File: src/rtl/tabu_move_list_engine_assert.svh
// Assertion macros for the tabu move list engine.
`ifndef TABU_MOVE_LIST_ENGINE_ASSERT_SVH
`define TABU_MOVE_LIST_ENGINE_ASSERT_SVH
`ifndef SYNTHESIS
// Same-cycle implication, disabled while reset is held.
`define TML_ASSERT_IMP(lbl, clk, rstn, ante, cons) \
    lbl: assert property (@(posedge clk) disable iff (!rstn) (ante) |-> (cons)) \
        else $error("tabu move list engine: same-cycle check failed");
// Next-cycle implication, disabled while reset is held.
`define TML_ASSERT_NXT(lbl, clk, rstn, ante, cons) \
    lbl: assert property (@(posedge clk) disable iff (!rstn) (ante) |=> (cons)) \
        else $error("tabu move list engine: next-cycle check failed");
`else
`define TML_ASSERT_IMP(lbl, clk, rstn, ante, cons)
`define TML_ASSERT_NXT(lbl, clk, rstn, ante, cons)
`endif
`endif

File: src/rtl/tml_pkg.sv
// Shared types and constants of the tabu move list engine.
package tml_pkg;

    localparam int TEN_W      = 8;
    localparam int CAP_W      = 5;
    localparam int HELD_W     = 5;
    localparam int CFG_IDX_W  = 2;
    localparam int CFG_DATA_W = 8;

    localparam logic [CFG_IDX_W-1:0] CFG_TENURE   = 2'd0;
    localparam logic [CFG_IDX_W-1:0] CFG_CAPACITY = 2'd1;

    localparam logic [TEN_W-1:0] TENURE_RST   = 8'd7;
    localparam logic [CAP_W-1:0] CAPACITY_RST = 5'd16;

    // Commands from the controller to the datapath.
    typedef struct packed {
        logic start;    // capture the item, clear the lookup
        logic scan;     // walk the table comparing pairs
        logic restart;  // rewind the read pointer for the compaction walk
        logic compact;  // walk the table, age and compact
        logic finish;   // append, commit count, load the result
    } tml_cmd_t;

    // Status from the datapath to the controller.
    typedef struct packed {
        logic look_done;
        logic comp_done;
    } tml_sts_t;

endpackage

File: src/rtl/tml_ram.sv
// Generic single-write, single-read RAM with registered read data.
module tml_ram #(
    parameter int WIDTH = 24,
    parameter int DEPTH = 16
) (
    input  logic                                 aclk,
    input  logic                                 we,
    input  logic [((DEPTH > 1) ? $clog2(DEPTH) : 1)-1:0] waddr,
    input  logic [WIDTH-1:0]                     wdata,
    input  logic                                 re,
    input  logic [((DEPTH > 1) ? $clog2(DEPTH) : 1)-1:0] raddr,
    output logic [WIDTH-1:0]                     rdata
);

    logic [WIDTH-1:0] mem_reg [DEPTH];
    logic [WIDTH-1:0] rdata_reg;

    always_ff @(posedge aclk) begin
        if (we) begin
            mem_reg[waddr] <= wdata;
        end
        if (re) begin
            rdata_reg <= mem_reg[raddr];
        end
    end

    assign rdata = rdata_reg;

endmodule

File: src/rtl/tml_ctrl.sv
// Controller state machine: sequences lookup, compaction and result hand-off.
module tml_ctrl import tml_pkg::*; (
    input  logic     aclk,
    input  logic     aresetn,
    input  logic     s_valid,
    output logic     s_ready,
    output logic     m_valid,
    input  logic     m_ready,
    input  tml_sts_t sts,
    output tml_cmd_t cmd
);

    typedef enum logic [3:0] {
        ST_IDLE = 4'b0001,
        ST_LOOK = 4'b0010,
        ST_COMP = 4'b0100,
        ST_FIN  = 4'b1000
    } tml_state_t;

    tml_state_t state_reg, state_next;
    logic       m_valid_reg, m_valid_next;
    logic       out_free;

    assign out_free = !m_valid_reg || m_ready;

    always_comb begin
        state_next = state_reg;
        cmd        = '0;
        unique case (state_reg)
            ST_IDLE: begin
                if (s_valid) begin
                    cmd.start  = 1'b1;
                    state_next = ST_LOOK;
                end
            end
            ST_LOOK: begin
                if (sts.look_done) begin
                    cmd.restart = 1'b1;
                    state_next  = ST_COMP;
                end else begin
                    cmd.scan = 1'b1;
                end
            end
            ST_COMP: begin
                if (sts.comp_done) begin
                    state_next = ST_FIN;
                end else begin
                    cmd.compact = 1'b1;
                end
            end
            ST_FIN: begin
                // hold until the output register is free
                if (out_free) begin
                    cmd.finish = 1'b1;
                    state_next = ST_IDLE;
                end
            end
            default: begin
                state_next = ST_IDLE;
            end
        endcase
    end

    assign m_valid_next = cmd.finish || (m_valid_reg && !m_ready);

    always_ff @(posedge aclk) begin
        if (!aresetn) begin
            state_reg   <= ST_IDLE;
            m_valid_reg <= 1'b0;
        end else begin
            state_reg   <= state_next;
            m_valid_reg <= m_valid_next;
        end
    end

    assign s_ready = (state_reg == ST_IDLE);
    assign m_valid = m_valid_reg;

endmodule

File: src/rtl/tml_dp.sv
// Datapath: configuration, entry table, lookup compare, aging and compaction.
module tml_dp import tml_pkg::*; #(
    parameter int DEPTH     = 16,
    parameter int NODE_BITS = 8
) (
    input  logic                  aclk,
    input  logic                  aresetn,
    input  tml_cmd_t              cmd,
    output tml_sts_t              sts,
    input  logic [NODE_BITS-1:0]  in_first,
    input  logic [NODE_BITS-1:0]  in_second,
    input  logic                  in_better,
    input  logic                  cfg_we,
    input  logic [CFG_IDX_W-1:0]  cfg_index,
    input  logic [CFG_DATA_W-1:0] cfg_data,
    output logic                  res_accepted,
    output logic                  res_forbidden,
    output logic [HELD_W-1:0]     res_held
);

    localparam int IDX_W = (DEPTH > 1) ? $clog2(DEPTH) : 1;
    localparam int CNT_W = $clog2(DEPTH + 1);
    localparam int CMP_W = (CNT_W > CAP_W) ? CNT_W : CAP_W;
    localparam int ENT_W = 2 * NODE_BITS + TEN_W;

    // configuration and control state
    logic [TEN_W-1:0] tenure_reg, tenure_next;
    logic [CAP_W-1:0] capacity_reg, capacity_next;
    logic [CNT_W-1:0] count_reg, count_next;
    logic             rd_vld_reg, rd_vld_next;

    // walk state and item payload
    logic [CNT_W-1:0]     rd_ptr_reg, rd_ptr_next;
    logic [IDX_W-1:0]     rd_idx_reg, rd_idx_next;
    logic [CNT_W-1:0]     dst_reg, dst_next;
    logic                 found_reg, found_next;
    logic [IDX_W-1:0]     pos_reg, pos_next;
    logic [NODE_BITS-1:0] first_reg, first_next;
    logic [NODE_BITS-1:0] second_reg, second_next;
    logic                 better_reg, better_next;
    logic                 acc_reg, acc_next;
    logic                 forb_reg, forb_next;
    logic [HELD_W-1:0]    held_reg, held_next;

    logic                 rd_more, rd_issue, hit, keep, drop_en, append_en;
    logic [IDX_W-1:0]     drop_idx;
    logic [CMP_W-1:0]     cap_ext, ecap, count_ext;
    logic [CNT_W-1:0]     new_cnt;
    logic [ENT_W-1:0]     rdata, wdata;
    logic [NODE_BITS-1:0] ent_first, ent_second;
    logic [TEN_W-1:0]     ent_ctr;
    logic                 we;

    assign rd_more  = rd_ptr_reg < count_reg;
    assign rd_issue = (cmd.scan || cmd.compact) && rd_more;

    assign ent_first  = rdata[ENT_W-1 -: NODE_BITS];
    assign ent_second = rdata[TEN_W +: NODE_BITS];
    assign ent_ctr    = rdata[TEN_W-1:0];

    assign hit = rd_vld_reg && (ent_first == first_reg) && (ent_second == second_reg);

    // usable capacity: zero counts as one, clip at the built depth
    always_comb begin
        cap_ext = CMP_W'(capacity_reg);
        ecap    = cap_ext;
        if (cap_ext == '0) begin
            ecap = CMP_W'(1);
        end else if (cap_ext > CMP_W'(DEPTH)) begin
            ecap = CMP_W'(DEPTH);
        end
    end

    assign count_ext = CMP_W'(count_reg);

    // a hit drops its own entry when the move beats the best; a miss on a
    // full table drops the oldest entry
    assign drop_en  = found_reg ? better_reg : ((count_ext >= ecap) && (count_reg != '0));
    assign drop_idx = found_reg ? pos_reg : '0;
    assign keep     = !(drop_en && (rd_idx_reg == drop_idx)) && (ent_ctr > TEN_W'(1));

    assign append_en = !found_reg && (tenure_reg > TEN_W'(1));
    assign new_cnt   = dst_reg + CNT_W'(append_en);

    always_comb begin
        we    = 1'b0;
        wdata = {ent_first, ent_second, ent_ctr - TEN_W'(1)};
        if (cmd.compact && rd_vld_reg && keep) begin
            we = 1'b1;
        end else if (cmd.finish && append_en) begin
            we    = 1'b1;
            wdata = {first_reg, second_reg, tenure_reg - TEN_W'(1)};
        end
    end

    tml_ram #(
        .WIDTH (ENT_W),
        .DEPTH (DEPTH)
    ) u_ram (
        .aclk  (aclk),
        .we    (we),
        .waddr (dst_reg[IDX_W-1:0]),
        .wdata (wdata),
        .re    (rd_issue),
        .raddr (rd_ptr_reg[IDX_W-1:0]),
        .rdata (rdata)
    );

    always_comb begin
        tenure_next   = tenure_reg;
        capacity_next = capacity_reg;
        count_next    = count_reg;
        rd_vld_next   = rd_issue;
        rd_ptr_next   = rd_ptr_reg;
        rd_idx_next   = rd_idx_reg;
        dst_next      = dst_reg;
        found_next    = found_reg;
        pos_next      = pos_reg;
        first_next    = first_reg;
        second_next   = second_reg;
        better_next   = better_reg;
        acc_next      = acc_reg;
        forb_next     = forb_reg;
        held_next     = held_reg;

        priority if (cfg_we && (cfg_index == CFG_TENURE)) begin
            tenure_next = cfg_data[TEN_W-1:0];
        end else if (cfg_we && (cfg_index == CFG_CAPACITY)) begin
            capacity_next = cfg_data[CAP_W-1:0];
        end

        if (rd_issue) begin
            rd_ptr_next = rd_ptr_reg + CNT_W'(1);
            rd_idx_next = rd_ptr_reg[IDX_W-1:0];
        end

        if (cmd.start) begin
            first_next  = in_first;
            second_next = in_second;
            better_next = in_better;
            found_next  = 1'b0;
            rd_ptr_next = '0;
        end

        // keep only the oldest match
        if (cmd.scan && hit && !found_reg) begin
            found_next = 1'b1;
            pos_next   = rd_idx_reg;
        end

        if (cmd.restart) begin
            rd_ptr_next = '0;
            dst_next    = '0;
        end

        if (cmd.compact && rd_vld_reg && keep) begin
            dst_next = dst_reg + CNT_W'(1);
        end

        if (cmd.finish) begin
            count_next = new_cnt;
            acc_next   = !found_reg || better_reg;
            forb_next  = found_reg;
            held_next  = HELD_W'(new_cnt);
        end
    end

    always_ff @(posedge aclk) begin
        if (!aresetn) begin
            tenure_reg   <= TENURE_RST;
            capacity_reg <= CAPACITY_RST;
            count_reg    <= '0;
            rd_vld_reg   <= 1'b0;
        end else begin
            tenure_reg   <= tenure_next;
            capacity_reg <= capacity_next;
            count_reg    <= count_next;
            rd_vld_reg   <= rd_vld_next;
        end
    end

    always_ff @(posedge aclk) begin
        rd_ptr_reg <= rd_ptr_next;
        rd_idx_reg <= rd_idx_next;
        dst_reg    <= dst_next;
        found_reg  <= found_next;
        pos_reg    <= pos_next;
        first_reg  <= first_next;
        second_reg <= second_next;
        better_reg <= better_next;
        acc_reg    <= acc_next;
        forb_reg   <= forb_next;
        held_reg   <= held_next;
    end

    assign sts.look_done = found_reg || (!rd_more && !rd_vld_reg);
    assign sts.comp_done = !rd_more && !rd_vld_reg;

    assign res_accepted  = acc_reg;
    assign res_forbidden = forb_reg;
    assign res_held      = held_reg;

endmodule

File: src/rtl/tabu_move_list_engine.sv
// Top level of the tabu move list engine.
//
// Keeps an age-ordered table of forbidden swap moves, each a node pair with a
// tenure countdown, and judges one candidate move per item. A pair not in the
// table is accepted and appended with the configured tenure, evicting the
// oldest entry if the table holds capacity entries or more. A pair in the table
// is accepted only when beats_best is set, and then its own entry is dropped;
// otherwise it is rejected. Afterwards every counter is decremented and entries
// at zero are removed, survivors kept in age order. Each item yields exactly one
// result: accepted, was_forbidden and entries_held (count after aging, low five
// bits). The table lives in one RAM with one read and one write port, so each
// item walks it twice: a lookup pass that stops at the first hit, then an
// age-and-compact pass; the last step also holds while an earlier result still
// waits. One item is worked on at a time, and the next item is taken while a
// result waits in the output register. The table needs no clearing after reset:
// only the entries below the held count are ever read. Configuration writes are
// always taken (cfg_ready is tied high) and must only be issued while the block
// is idle. Register 0 is tenure (reset 7), register 1 is capacity (reset 16);
// other indexes are ignored. A capacity of zero acts as one, and one above
// DEPTH as DEPTH.
`include "tabu_move_list_engine_assert.svh"

module tabu_move_list_engine import tml_pkg::*; #(
    parameter int DEPTH     = 16,
    parameter int NODE_BITS = 8
) (
    input  logic                  aclk,
    input  logic                  aresetn,

    // candidate move
    input  logic                  s_valid,
    output logic                  s_ready,
    input  logic [NODE_BITS-1:0]  s_node_first,
    input  logic [NODE_BITS-1:0]  s_node_second,
    input  logic                  s_beats_best,

    // verdict
    output logic                  m_valid,
    input  logic                  m_ready,
    output logic                  m_accepted,
    output logic                  m_was_forbidden,
    output logic [HELD_W-1:0]     m_entries_held,

    // configuration writes
    input  logic                  cfg_valid,
    output logic                  cfg_ready,
    input  logic [CFG_IDX_W-1:0]  cfg_index,
    input  logic [CFG_DATA_W-1:0] cfg_data
);

    tml_cmd_t cmd;
    tml_sts_t sts;

    // registers are always writable; the user keeps writes to idle periods
    assign cfg_ready = 1'b1;

    // sequence the lookup walk, the compaction walk and the result hand-off
    tml_ctrl u_ctrl (
        .aclk    (aclk),
        .aresetn (aresetn),
        .s_valid (s_valid),
        .s_ready (s_ready),
        .m_valid (m_valid),
        .m_ready (m_ready),
        .sts     (sts),
        .cmd     (cmd)
    );

    // hold the table, the registers and the result payload
    tml_dp #(
        .DEPTH     (DEPTH),
        .NODE_BITS (NODE_BITS)
    ) u_dp (
        .aclk          (aclk),
        .aresetn       (aresetn),
        .cmd           (cmd),
        .sts           (sts),
        .in_first      (s_node_first),
        .in_second     (s_node_second),
        .in_better     (s_beats_best),
        .cfg_we        (cfg_valid && cfg_ready),
        .cfg_index     (cfg_index),
        .cfg_data      (cfg_data),
        .res_accepted  (m_accepted),
        .res_forbidden (m_was_forbidden),
        .res_held      (m_entries_held)
    );

    // one item in flight: the input closes right after an item is taken
    `TML_ASSERT_NXT(a_single_item, aclk, aresetn, s_valid && s_ready, !s_ready)
    // a move absent from the table is always taken
    `TML_ASSERT_IMP(a_free_move_taken, aclk, aresetn, m_valid && !m_was_forbidden, m_accepted)
    // the held count never exceeds the built depth
    `TML_ASSERT_IMP(a_held_in_depth, aclk, aresetn, m_valid, int'(m_entries_held) <= DEPTH)

endmodule

File: config.mk
export PLATFORM = sky130hd
export DESIGN_NAME = tabu_move_list_engine
export DESIGN_NICKNAME = d
export VERILOG_FILES = /design/src/rtl/tml_pkg.sv /design/src/rtl/tml_ram.sv /design/src/rtl/tml_ctrl.sv /design/src/rtl/tml_dp.sv /design/src/rtl/tabu_move_list_engine.sv
export VERILOG_INCLUDE_DIRS = /design/src /design/src/rtl
export SDC_FILE = /design/constraint.sdc
export NUM_CORES = 1
export LEC_CHECK = 0
export ABC_AREA = 1
export BUFFER_PORTS_ARGS = -buffer_cell sky130_fd_sc_hd__buf_2
export CORE_MARGIN = 8
export CORE_UTILIZATION = 55
export DETAILED_ROUTE_END_ITERATION = 16
export PLACE_DENSITY_LB_ADDON = 0.15
export REMOVE_ABC_BUFFERS = 1
export SLEW_MARGIN = 20
export SYNTH_ARGS = -nofsm -noshare
export SYNTH_HDL_FRONTEND = slang
export SYNTH_SLANG_ARGS = --single-unit
File: constraint.sdc
create_clock -name aclk -period 3.2 [get_ports aclk]
set_input_delay 0.48 -clock aclk [delete_from_list [all_inputs] [get_ports aclk]]
set_output_delay 0.48 -clock aclk [all_outputs]
set_load 0.005 [all_outputs]
* Yosys cells after proc, flatten, opt, wreduce, memory -nomap -nowiden
Memory sizes are Yosys's and may differ from the RTL's. A register that Yosys moved wholly into a read port is not among the register bits.
Cells that the tools add are included.
** Storage, ports and cells
- Register bits after elaboration :: 67
- RAM bits :: 384
- Memories :: 1
** Cells by class
- Add/subtract/negate cells :: 5
- Magnitude comparators :: 5
- Equal/unequal tests :: 12
- Multiplexer cells :: 26
- Bitwise gates (word level) :: 1
- Reductions and logical operators :: 34
** Memories
- u_dp.u_ram.mem_reg :: words 16, bits a word 24, read ports 1, clocked after memory_dff 1, write ports 1, line tml_ram.sv:15 : logic [WIDTH-1:0] mem_reg [DEPTH];
** Operators by type and width (number)
- 24-bit 2-to-1 mux :: 2
- 4-bit 2-to-1 mux :: 5
- 5-bit 2-to-1 mux :: 4
- 8-bit == test :: 2
- 8-bit by 1-bit > comparator with 1-bit output, second input constant :: 2
- 1-bit logical AND :: 16
- 4-bit case mux with 4 select lines :: 1
- 8-bit by 1-bit subtractor with 8-bit output, second input constant :: 2
- 1-bit 2-to-1 mux :: 13
- 5-bit by 1-bit adder with 5-bit output, second input constant :: 2
- 1-bit zero test :: 6
- 2-bit != test, second input constant :: 3
- 5-bit by 1-bit adder with 5-bit output :: 1
- 5-bit >= comparator :: 1
- 5-bit > comparator, second input constant :: 1
- 5-bit zero test :: 1
- 1-bit logical OR :: 5
- 5-bit < comparator :: 1
- 5-bit nonzero test :: 1
- 4-bit by 1-bit == test with 1-bit output, second input constant :: 1
- 4-bit by 2-bit == test with 1-bit output, second input constant :: 1
- 4-bit by 3-bit == test with 1-bit output, second input constant :: 1
- 4-bit == test :: 1
- 4-bit == test, second input constant :: 1
- 9 further kinds :: 9

* Logic depth before layout (Yosys ltp)
Gate-level depths: netlist of run 1.
- Word-level depth :: 13
- Gate-level depth with buffers :: 15
- Mapped depth without buffers :: 15

* Hierarchy
From an unflattened synthesis of run 1, not the netlist that was laid out.
** Unflattened totals
- Cells, all modules :: 2155
- Area total of the unflattened synthesis :: 21317.9 µm²
** Modules (own cells, without submodules)
- tml_ram :: times used 1, cells an instance 1597, area an instance 17191.5 µm²
- tml_dp :: times used 1, cells an instance 507, area an instance 3814.9 µm²
- tml_ctrl :: times used 1, cells an instance 49, area an instance 300.3 µm²
- tabu_move_list_engine :: times used 1, cells an instance 2, area an instance 11.3 µm²

* Worst setup path before layout of run 1
No wires, ideal clock.
- Kind :: register to register
- From :: register u_dp.capacity_reg[0] (netlist: u_dp.cap_ext[0])
- To :: memory u_dp.u_ram.mem_reg[11][0] (enable)
- Arrival :: 3.000 ns
- Required time :: 2.795 ns
- Setup slack :: -0.205 ns
- Stages on the path, launching flop included :: 16
- Path through :: dfxtp_1 or4_1 nand2_1 nand2_1 ha_1 nand2_1 inv_1 a21oi_1 nand3_1 nand2_1 nand2_1 nand2_1 nand2_2 nand2_4 nand2_1 nor2_1
** Between the ends
- Longest elaborated chain between the ends :: 13
- Elaborated cells on any way between the ends :: 14
** RTL lines
- from (decl) :: line tml_dp.sv:28 : logic [CAP_W-1:0] capacity_reg, capacity_next;
- from (signal assigned) :: line tml_dp.sv:176 : capacity_reg <= capacity_next;
- 5-bit > comparator :: line tml_dp.sv:69 : end else if (cap_ext > CMP_W'(DEPTH)) begin
- 5-bit 2-to-1 mux :: line tml_dp.sv:69
- 5-bit 2-to-1 mux (*) :: line tml_dp.sv:67 : if (cap_ext == '0) begin
- 5-bit >= comparator (*) :: line tml_dp.sv:78 : assign drop_en = found_reg ? better_reg : ((count_ext >= ecap) && (count_reg != '0));
- 1-bit logical AND (*) :: line tml_dp.sv:78
- 1-bit 2-to-1 mux (*) :: line tml_dp.sv:78
- 1-bit logical AND (*) :: line tml_dp.sv:80 : assign keep = !(drop_en && (rd_idx_reg == drop_idx)) && (ent_ctr > TEN_W'(1));
- 1-bit zero test (*) :: line tml_dp.sv:80
- 1-bit logical AND (*) :: line tml_dp.sv:80
- 1-bit logical AND (*) :: line tml_dp.sv:88 : if (cmd.compact && rd_vld_reg && keep) begin
- 1-bit 2-to-1 mux (*) :: line tml_dp.sv:88
- 1-bit 2-to-1 mux (*) :: line tml_ram.sv:19 : if (we) begin
- 1-bit 2-to-1 mux (implied by the code) (*) :: line tml_ram.sv:20 : mem_reg[waddr] <= wdata;
- to (decl) :: line tml_ram.sv:15
Every way passes the cells marked *; elsewhere a longest branch is shown, timed or not.

* Worst setup path after layout of run 1
- From :: register u_dp.capacity_reg[0] (netlist: u_dp.cap_ext[0])
- To :: memory u_dp.u_ram.mem_reg[7][1] (enable)
The elaborated chain is that of the path after synthesis.

==> results.md, run 1 <==
- Hold Fails Final Rpt: 0
- Tmin final: 2.872 ns
- Leading area contributor after synthesis: edfxtp_1
- Synth Area in Compound Gates: 10.94%
- Critical setup path kind: reg2reg
- Clock tree buffer depth: 3
- Total GRT Usage: between 20% and 30%
- Count of state elements after synthesis: approximately 480
- Final Slew Violations: 0
- Total power: 12.46 mW
- GRT overflow: 0
- Period Utilization, post-route: 89.75%
- Clock sinks: 475
- Area share of and/or/nand/nor cells after synthesis: 11.08%
- Core Footprint: 35,140 µm²
- Crit path buffers/inverters: 2
- Top-area cell type share of the netlist area: between 60 and 70%
- Vias in the first global route: roughly 12,000
- RSZ-0062 raised after global routing: false
- Final setup viols: 0
- Synth Flop Type: edfxtp_1
- Post-synth ARST share: 0%
- Hold Path Origin: s_node_first[6]
- Top delay family on crit path: simple AND/OR/NAND/NOR gates
- Die ar.: 41,560 µm²
- R2R setup slack: 0.33 ns
- Post-Syn Area: 19,410 µm²
- CP arrival: 3.13 ns
- Layout Nets: approximately 1,700
- Status: finished clean
- Area Overhead vs Synth: 14.32%
- Cell Area, Placed: 20,630 µm²
- Pwr per Cell Area: roughly 560 nW/µm²
- Via density: 5.894
- CTS Hold Bufs: 0
- Root buffer cell: clkbuf_16
- Design area: 22,190 µm²
- Synth top area cells: edfxtp_1 (69%), nor2_1 (4.9%), o21ai_0 (4.9%)
- Most frequent cells after synthesis: edfxtp_1 (445), nor2_1 (255), o21ai_0 (191)
- Initial Util: roughly 55%
- Die H: about 200 µm
- Final GP Congestion: 0.8762
- Port buffer count: 40
- Mux share of post-synthesis cell area: 0%
- Sequential-to-total area share from yosys stat: 71.93%
- Top-count cell post-synth: edfxtp_1
- Cell count after synthesis: 1,571
- Synth Area in XOR/XNOR: 1.218%
- I/O Pins: 42
- Number of synthesized flops with an enable pin: 445
- CP cell instances: or4_1 -> nand2_1 -> nand2_1 -> ha_1 -> nand2_1 -> inv_1 -> a21oi_1 -> nand3_1 -> nand2_1 -> nand2_1 -> nand2_1 -> nand2_2 -> nand2_4 -> nand2_1 -> nor2_4 -> buf_12
- Largest family of logic cells by synthesized area: simple AND/OR/NAND/NOR gates
- Setup Buffers After CTS: 0
- Hold Path End: u_dp.first_reg[6]
- Fin Hold WS: 0.07788 ns
- DRT antenna net count: 0
- Via Count: around 13,000
- Dpl hpwl: between 20,000 and 30,000 µm
- Drt drc: 0
- Least-Margin Pin Slew: 1.197 ns
- Per-cell routed wire length: between 20 and 25 µm
- Startpoint types: register
- Synth unique cells: 42
- Pleak: 7.727 nW
- Clock Pin Slew Worst Setup and Hold Paths: 0.06 ns
- # diodes: 0
- Gates resized, CTS repair: 0
- R2R Path End: u_dp.u_ram.mem_reg[7][1]
- Most frequent CP cell: nand2_1
- CP Capture Type: register
- Slowest stage cell, crit path: or4_1
- R2r startpoint: u_dp.cap_ext[0]
- Iteration-0 DRC Markers: between 1,000 and 1,500
- Post-Synth Adder-Cell Area: about 1.3%
- Max Cap Violations: 0
- Clock Skews: 0.02088 ns
- First-pass GRT wire length: 71,880 µm
- WP depth: 16
- CTS tree: done
- Yosys warns: 0
- Worst Hold Depth: 1
- Max reg flops: 384
- CP Max Fanout: 20
- Max_slew headroom: 19.67%
- Clock Latency Late Sink: 0.58 ns
- Share of cells above drive strength 1: 12.96%
- Worst EP required: 3.46 ns
- Worst Reg2Reg Path Length in Cells: 16
- Largest net degree at the start of global routing: between 150 and 200
- H-tree depth: 2
- Chip width: 203.9 µm
- Fmax: 348.2 MHz
- CTS Buf Count: 48
- Hold Path Class: in2reg
- VDD IR max: between 0.0004 and 0.0005 V
- Max stage delay on crit path: 0.53 ns
- Site Rows: 69
- Avg Cell Area, Syn: 12.36 µm²
- Drt pass-1 iters: 5
- Final WL: between 40,000 and 50,000 µm
- Initial antenna violation count: 0
[placed cells by master (no fill, tap or decap), drive strengths merged, types with 2 or more instances in the layout]
| master | count |
|---|---|
| clkinv | 21 |
| bufinv | 5 |
| inv | 79 |
| dfxtp | 30 |
| nor3 | 10 |
| buf | 100 |
| o22ai | 57 |
| o21ai | 233 |
| a21oi | 19 |
| o221ai | 40 |
| nand2 | 170 |
| a211oi | 2 |
| nand4 | 12 |
| clkinvlp | 2 |
| xnor2 | 7 |
| or2 | 6 |
| nand3 | 61 |
| o211ai | 12 |
| nor2 | 256 |
| xor2 | 20 |
| nor4 | 2 |
| ha | 20 |
| edfxtp | 445 |
| clkbuf | 60 |
[layout make-up]
type                    count  area [µm²]
clock inverters            28       272.8
multi-input cells         933        4897
well taps                 461       576.8
flip-flops and latches    475       13970
inverters                  79       299.0
repair buffers            100       888.4
clock buffers              60        1289
fillers                  2675       12940
[kinds of logic (layout without fill, tap and decap cells)]
kind of cell,Yosys count,in the layout
compound gates,366,366
xor+xnor,27,27
fa+ha+maj,20,20
buf+inv,163,267
flops,475,475
other cells,1,1
simple gates,519,519
[metrics by stage]
stage	worst slack [ns]	TNS [ns]	util [%]	std cells
floorplan	-3.608	-310.95	-	1487
global placement	0.3170	0	58.69	2048
detailed placement	0.3287	0	58.70	2048
CTS	0.3182	0	63.15	2136
global route	0.1148	0	63.16	2136
finish	0.3280	0	63.16	2136
[metal layers]
metal  vias up  part of all wire, %  GRT usage, %
li1       5830                    -             -
met1      6166                   42         30.54
met2       514                   47         36.43
met3        80                  8.8         5.199
met4         0                  2.1         7.226
met5         -                    0             0
[how the worst max path moves through the flow]
stage / startpoint / endpoint / slack, ns
4_1_cts: u_dp.cap_ext[0] / u_dp.u_ram.mem_reg[7][7] / 0.32
3_5_place_dp: u_dp.cap_ext[0] / u_dp.u_ram.mem_reg[7][4] / 0.33
3_3_place_gp: u_dp.cap_ext[0] / u_dp.u_ram.mem_reg[7][4] / 0.32
2_1_floorplan: u_dp.rd_ptr_reg[0] / u_dp.rd_idx_reg[0] / -3.61
6_report: u_dp.cap_ext[0] / u_dp.u_ram.mem_reg[7][1] / 0.33
5_1_grt: u_dp.cap_ext[0] / u_dp.u_ram.mem_reg[11][15] / 0.11
[power by group]
part / total [mW] / leakage, nW / internal [mW] / switching, mW
logic: 0.159 / 2.71 / 0.0558 / 0.103
clock network: 5.55 / 0.761 / 3.26 / 2.29
registers: 6.75 / 4.25 / 6.73 / 0.0248
total: 12.5 / 7.73 / 10.0 / 2.42
[worst register-to-register path, stage by stage (launching register included)]
cell     delay (ns)
dfxtp_1        0.31
or4_1          0.53
nand2_1        0.10
nand2_1        0.06
ha_1           0.29
nand2_1        0.07
inv_1          0.05
a21oi_1        0.13
nand3_1        0.08
nand2_1        0.06
nand2_1        0.04
nand2_1        0.07
nand2_2        0.09
nand2_4        0.10
nand2_1        0.18
nor2_4         0.18
buf_12         0.22
(Power assumes the default switching activity.)
==> run 2, diff against run 1 <==
- CORE_ASPECT_RATIO: unset -> 1.25
- CORE_MARGIN: 8 -> unset
==> run 2 against run 1 <==
Against the previous run: clock power is 6.7% lower; combinational power hardly changed; maximum frequency is 1.7% lower; wire length is 1.4% lower; worst setup slack worse by 0.049 ns; highest routed layer unchanged; critical endpoint is now u_dp.u_ram.mem_reg[4][11]; critical path depth stayed put; register-to-register slack worse by 0.05 ns.
==> results.md, run 2 (same netlist as run 1, synthesis figures left out) <==
- Crit path from: u_dp.cap_ext[0]
- Clock tree buffer depth: 3
- Gates resized, CTS repair: 0
- Vias in the first global route: 12,496
- Hold Path Origin: s_node_first[2]
- Worst Reg2Reg Path Length in Cells: 16
- Hold Path Class: in2reg
- CTS Buf Count: 46
- Per-cell routed wire length: around 22 µm
- Max_slew headroom: 34.96%
- Max Cap Violations: 0
- CP Max Fanout: 15
- Iteration-0 DRC Markers: 1,228
- Final Util: ~64%
- Max reg flops: 384
- Critical setup path kind: reg2reg
- Drt pass-1 iters: 5
- Worst EP required: about 3.4 ns
- Clock Latency Late Sink: between 0.5 and 0.6 ns
- Hold Fails Final Rpt: 0
- Die H: 212.0 µm
- H-tree depth: 2
- Commonest non-fill, non-tap cell in the layout: edfxtp_1
- First-pass GRT wire length: between 70,000 and 80,000 µm
- Status: finished clean
- Setup Buffers After CTS: 0
- Least-Margin Pin Slew: 0.9691 ns
- Clock sinks: 475
- Port buffer count: 40
- Via Count: 12,512
- Worst Hold Depth: 1
- Site Rows: 76
- M2 GR Usage: a little under half
- M3 GR Usage: 3.090%
- Drt drc: 0
- R2R setup slack: 0.28 ns
- Area Overhead vs Synth: 13.34%
- Core Footprint: 34,610 µm²
- R2r startpoint: u_dp.cap_ext[0]
- Cell Area, Placed: 20,600 µm²
- # diodes: 0
- VDD IR max: 0.0005183 V
- Dpl hpwl: about 29,000 µm
- Via density: just under 6
- Pwr per Cell Area: 549.6 nW/µm²
- Clock Skews: 0.02249 ns
- GR Util met1: 33.19%
- Chip width: between 150 and 200 µm
- Commonest cells after routing, fill and taps aside: edfxtp_1 (445), nor2_1 (238), o21ai_0 (191)
- Root buffer cell: clkbuf_16
- Hold Path End: u_dp.first_reg[2]
- Tmin final: ~3 ns
- RSZ-0062 raised after global routing: false
- Clock Pin Slew Worst Setup and Hold Paths: approximately 0.06 ns
- Fill count: 2,680
- CTS tree: done
- DRT antenna net count: 0
- Pleak: 7.632 nW
- CP Capture Type: register
- GRT busiest layer: met2
- Final WL: between 40,000 and 50,000 µm
- Design area: 22,000 µm²
- CP arrival: 3.14 ns
- Total GRT Usage: 26.70%
- Final GP Congestion: 0.8933
- I/O Pins: 42
- Die ar.: 36,060 µm²
- Startpoint types: register
- Final setup viols: 0
- Period Utilization, post-route: 91.29%
- Layout Nets: 1,689
- R2R Path End: u_dp.u_ram.mem_reg[4][11]
- Final Slew Violations: 0
- Fmax: around 340 MHz
- Share of cells above drive strength 1: around an eighth
- GRT overflow: 0
- CTS Hold Bufs: 0
- Total power: approximately 12 mW
- Initial antenna violation count: 0
- Initial Util: a little under three fifths
- Largest net degree at the start of global routing: about 200
-- run 2: cell count changes in the layout (fill, tap and decap cells not counted), moves of 2 or more --
cell,previous run,this run
clkinv_2,9,5
clkbuf_1,10,12
buf_12,19,15
buf_4,41,47
clkbuf_16,50,47
clkinv_1,10,5
-- run 2: per-layer routing --
layer | vias up | wire, µm
met1 | 6156 | 18390
met5 | - | 0
met2 | 444 | 24290
met3 | 89 | 2460
li1 | 5823 | -
met4 | 0 | 1521
-- run 2: layout make-up --
class / count / area, µm² / share of cell area, %
timing repair buffer: 102 / 853.3 / 3.878
clock buffer: 59 / 1221 / 5.550
tap: 468 / 585.6 / 2.661
multi-input combinational: 933 / 4893 / 22.24
sequential: 475 / 13970 / 63.49
inverter: 79 / 299.0 / 1.359
clock inverter: 16 / 180.2 / 0.8189
-- run 2: worst max-delay path by stage --
stage / endpoint / cells past startpoint / slack, ns
2_1_floorplan: u_dp.rd_idx_reg[0] / 9 / -3.61
3_3_place_gp: u_dp.u_ram.mem_reg[4][18] / 16 / 0.33
3_5_place_dp: u_dp.u_ram.mem_reg[4][11] / 16 / 0.27
4_1_cts: u_dp.u_ram.mem_reg[4][11] / 16 / 0.26
5_1_grt: u_dp.u_ram.mem_reg[4][11] / 16 / 0.13
6_report: u_dp.u_ram.mem_reg[4][11] / 16 / 0.28
-- run 2: metrics by stage --
step | instances | setup slack [ns] | setup TNS (ns) | hold slack, ns
6_report | 2132 | 0.2786 | 0 | 0.09787
5_1_grt | 2132 | 0.1319 | 0 | 0.07662
4_1_cts | 2132 | 0.2605 | 0 | 0.06860
3_5_place_dp | 2057 | 0.2684 | 0 | 0.4642
3_3_place_gp | 2057 | 0.3274 | 0 | 0.4562
2_1_floorplan | 1487 | -3.608 | -310.95 | 0.4476
-- run 2: report_power, final --
part	total (mW)	switching, mW	internal [mW]	leakage (nW)
Combinational	0.162	0.106	0.0559	2.70
Sequential	6.75	0.0244	6.73	4.25
Clock	5.18	2.18	2.99	0.682
Total	12.1	2.31	9.78	7.63
-- run 2: worst max-delay path: stages (launching register included) --
cell	delay [ns]
dfxtp_1	0.32
or4_1	0.55
nand2_1	0.10
nand2_1	0.06
ha_1	0.28
nand2_1	0.08
inv_1	0.05
a21oi_1	0.14
nand3_1	0.10
nand2_1	0.07
nand2_1	0.04
nand2_1	0.06
nand2_2	0.08
nand2_4	0.10
nand2_2	0.15
nor2_4	0.13
buf_4	0.29
==> run 3, diff against run 2 <==
- PLACE_DENSITY: unset -> 0.79
- PLACE_DENSITY_LB_ADDON: 0.15 -> unset
==> run 3 against run 2 <==
Against the previous run: sequential power about the same; register-to-register slack got worse by 0.07 ns; final cell count shrank 0.42%; die area unchanged; highest routed layer unchanged.
==> results.md, run 3 (same netlist as run 1, synthesis figures left out) <==
- Max Cap Violations: 0
- Die H: around 210 µm
- Setup Buffers After CTS: 0
- H-tree depth: 2
- Top delay family on crit path: simple AND/OR/NAND/NOR gates
- Vias in the first global route: 12,860
- Worst EP required: 3.43 ns
- Core Footprint: 34,610 µm²
- Startpoint types: register
- Slowest stage cell, crit path: or4_1
- Dpl hpwl: 26,280 µm
- I/O Pins: 42
- Largest net degree at the start of global routing: 197
- Clock sinks: between 400 and 500
- Per-cell routed wire length: roughly 22 µm
- Hold Path Origin: s_node_second[0]
- Final Util: about 63%
- Crit path buffers/inverters: 2
- Chip width: 170.0 µm
- Via density: 6.103
- Layout Nets: 1,672
- Iteration-0 DRC Markers: 1,827
- Least-Margin Pin Slew: 1.104 ns
- Initial Util: 56.08%
- Final GP Congestion: 0.9442
- GRT overflow: 0
- Drt pass-1 iters: 8
- CP Max Fanout: 15
- Final setup viols: 0
- # diodes: 0
- Crit path from: u_dp.cap_ext[0]
- First-pass GRT wire length: 71,130 µm
- Pwr per Cell Area: between 500 and 600 nW/µm²
- CP arrival: 3.23 ns
- Area Overhead vs Synth: 12.66%
- DRT antenna net count: 0
- Status: finished clean
- Clock Latency Late Sink: 0.56 ns
- Root buffer cell: clkbuf_16
- Commonest non-fill, non-tap cell in the layout: edfxtp_1
- CP cell instances: or4_1 -> nand2_1 -> nand2_1 -> ha_1 -> nand2_1 -> inv_1 -> a21oi_1 -> nand3_1 -> nand2_1 -> nand2_1 -> nand2_1 -> nand2_2 -> nand2_4 -> nand2_1 -> nor2_4 -> buf_4
- Max stage delay on crit path: 0.56 ns
- Clock Skews: 0.02250 ns
- RSZ-0062 raised after global routing: false
- Clock Pin Slew Worst Setup and Hold Paths: ~0.06 ns
- R2r startpoint: u_dp.cap_ext[0]
- Fmax: around 330 MHz
- Final Slew Violations: 0
- Drt drc: 0
- Tmin final: 2.994 ns
- Commonest cells after routing, fill and taps aside: edfxtp_1 (445), nor2_1 (238), o21ai_0 (191)
- Die ar.: 36,060 µm²
- CTS Buf Count: 45
- CTS Hold Bufs: 0
- Via Count: roughly 13,000
- Hold Fails Final Rpt: 0
- CP Capture Type: register
- Final WL: around 46,000 µm
- Share of cells above drive strength 1: 12.08%
- Max_slew headroom: approximately 26%
- Critical setup path kind: reg2reg
- Hold Path Class: in2reg
- Max reg flops: between 300 and 400
- Pleak: 7.565 nW
- Gates resized, CTS repair: 0
- Initial antenna violation count: 0
- Port buffer count: 40
- CTS tree: done
- Fin Setup TNS: 0 ns
- Most frequent CP cell: nand2_1
- Site Rows: 76
- Clock tree buffer depth: 3
- Total GRT Usage: 26.43%
- Period Utilization, post-route: around 94%
- VDD IR max: about 0.00042 V
run 3: final cells by class:
cell class / count / area (µm²)
flip-flops and latches: 475 / 13970
fillers: 2489 / 12740
inverters: 79 / 300.3
repair buffers: 86 / 711.9
clock inverters: 22 / 214.0
clock buffers: 60 / 1204
multi-input cells: 933 / 4885
well taps: 468 / 585.6
run 3: final timing paths:
check	slack [ns]	cells past startpoint	to
worst max register to register	0.21	16	u_dp.u_ram.mem_reg[11][0]
worst max-delay path	0.21	16	u_dp.u_ram.mem_reg[11][0]
worst min register to register	0.47	0	u_dp.pos_reg[1]
worst min-delay path	0.09	1	u_dp.second_reg[0]
run 3: layer usage:
| metal | track usage, % | up-vias | wire (µm) |
|---|---|---|---|
| li1 | - | 5804 | - |
| met1 | 33.28 | 6256 | 17180 |
| met2 | 44.64 | 742 | 23130 |
| met3 | 4.598 | 154 | 4101 |
| met4 | 12.33 | 0 | 1965 |
| met5 | 0 | - | 0 |
run 3: report_power, final:
part	leakage, nW	switching [mW]	internal, mW	total (mW)
combinational	2.62	0.109	0.0558	0.164
clock	0.696	2.21	2.97	5.18
sequential	4.25	0.0250	6.73	6.75
run 3: metrics by stage:
stage	setup WS, ns	std cells	cell area [µm²]	hold slack, ns	total power, mW
floorplan	-3.608	1487	19020	0.4476	6.972
global placement	0.3310	2041	20430	0.4562	7.040
detailed placement	0.2574	2041	20430	0.4572	7.044
CTS	0.2217	2123	21850	0.07129	12.14
global route	0.006693	2123	21870	0.08097	12.40
finish	0.2058	2123	21870	0.09150	12.10
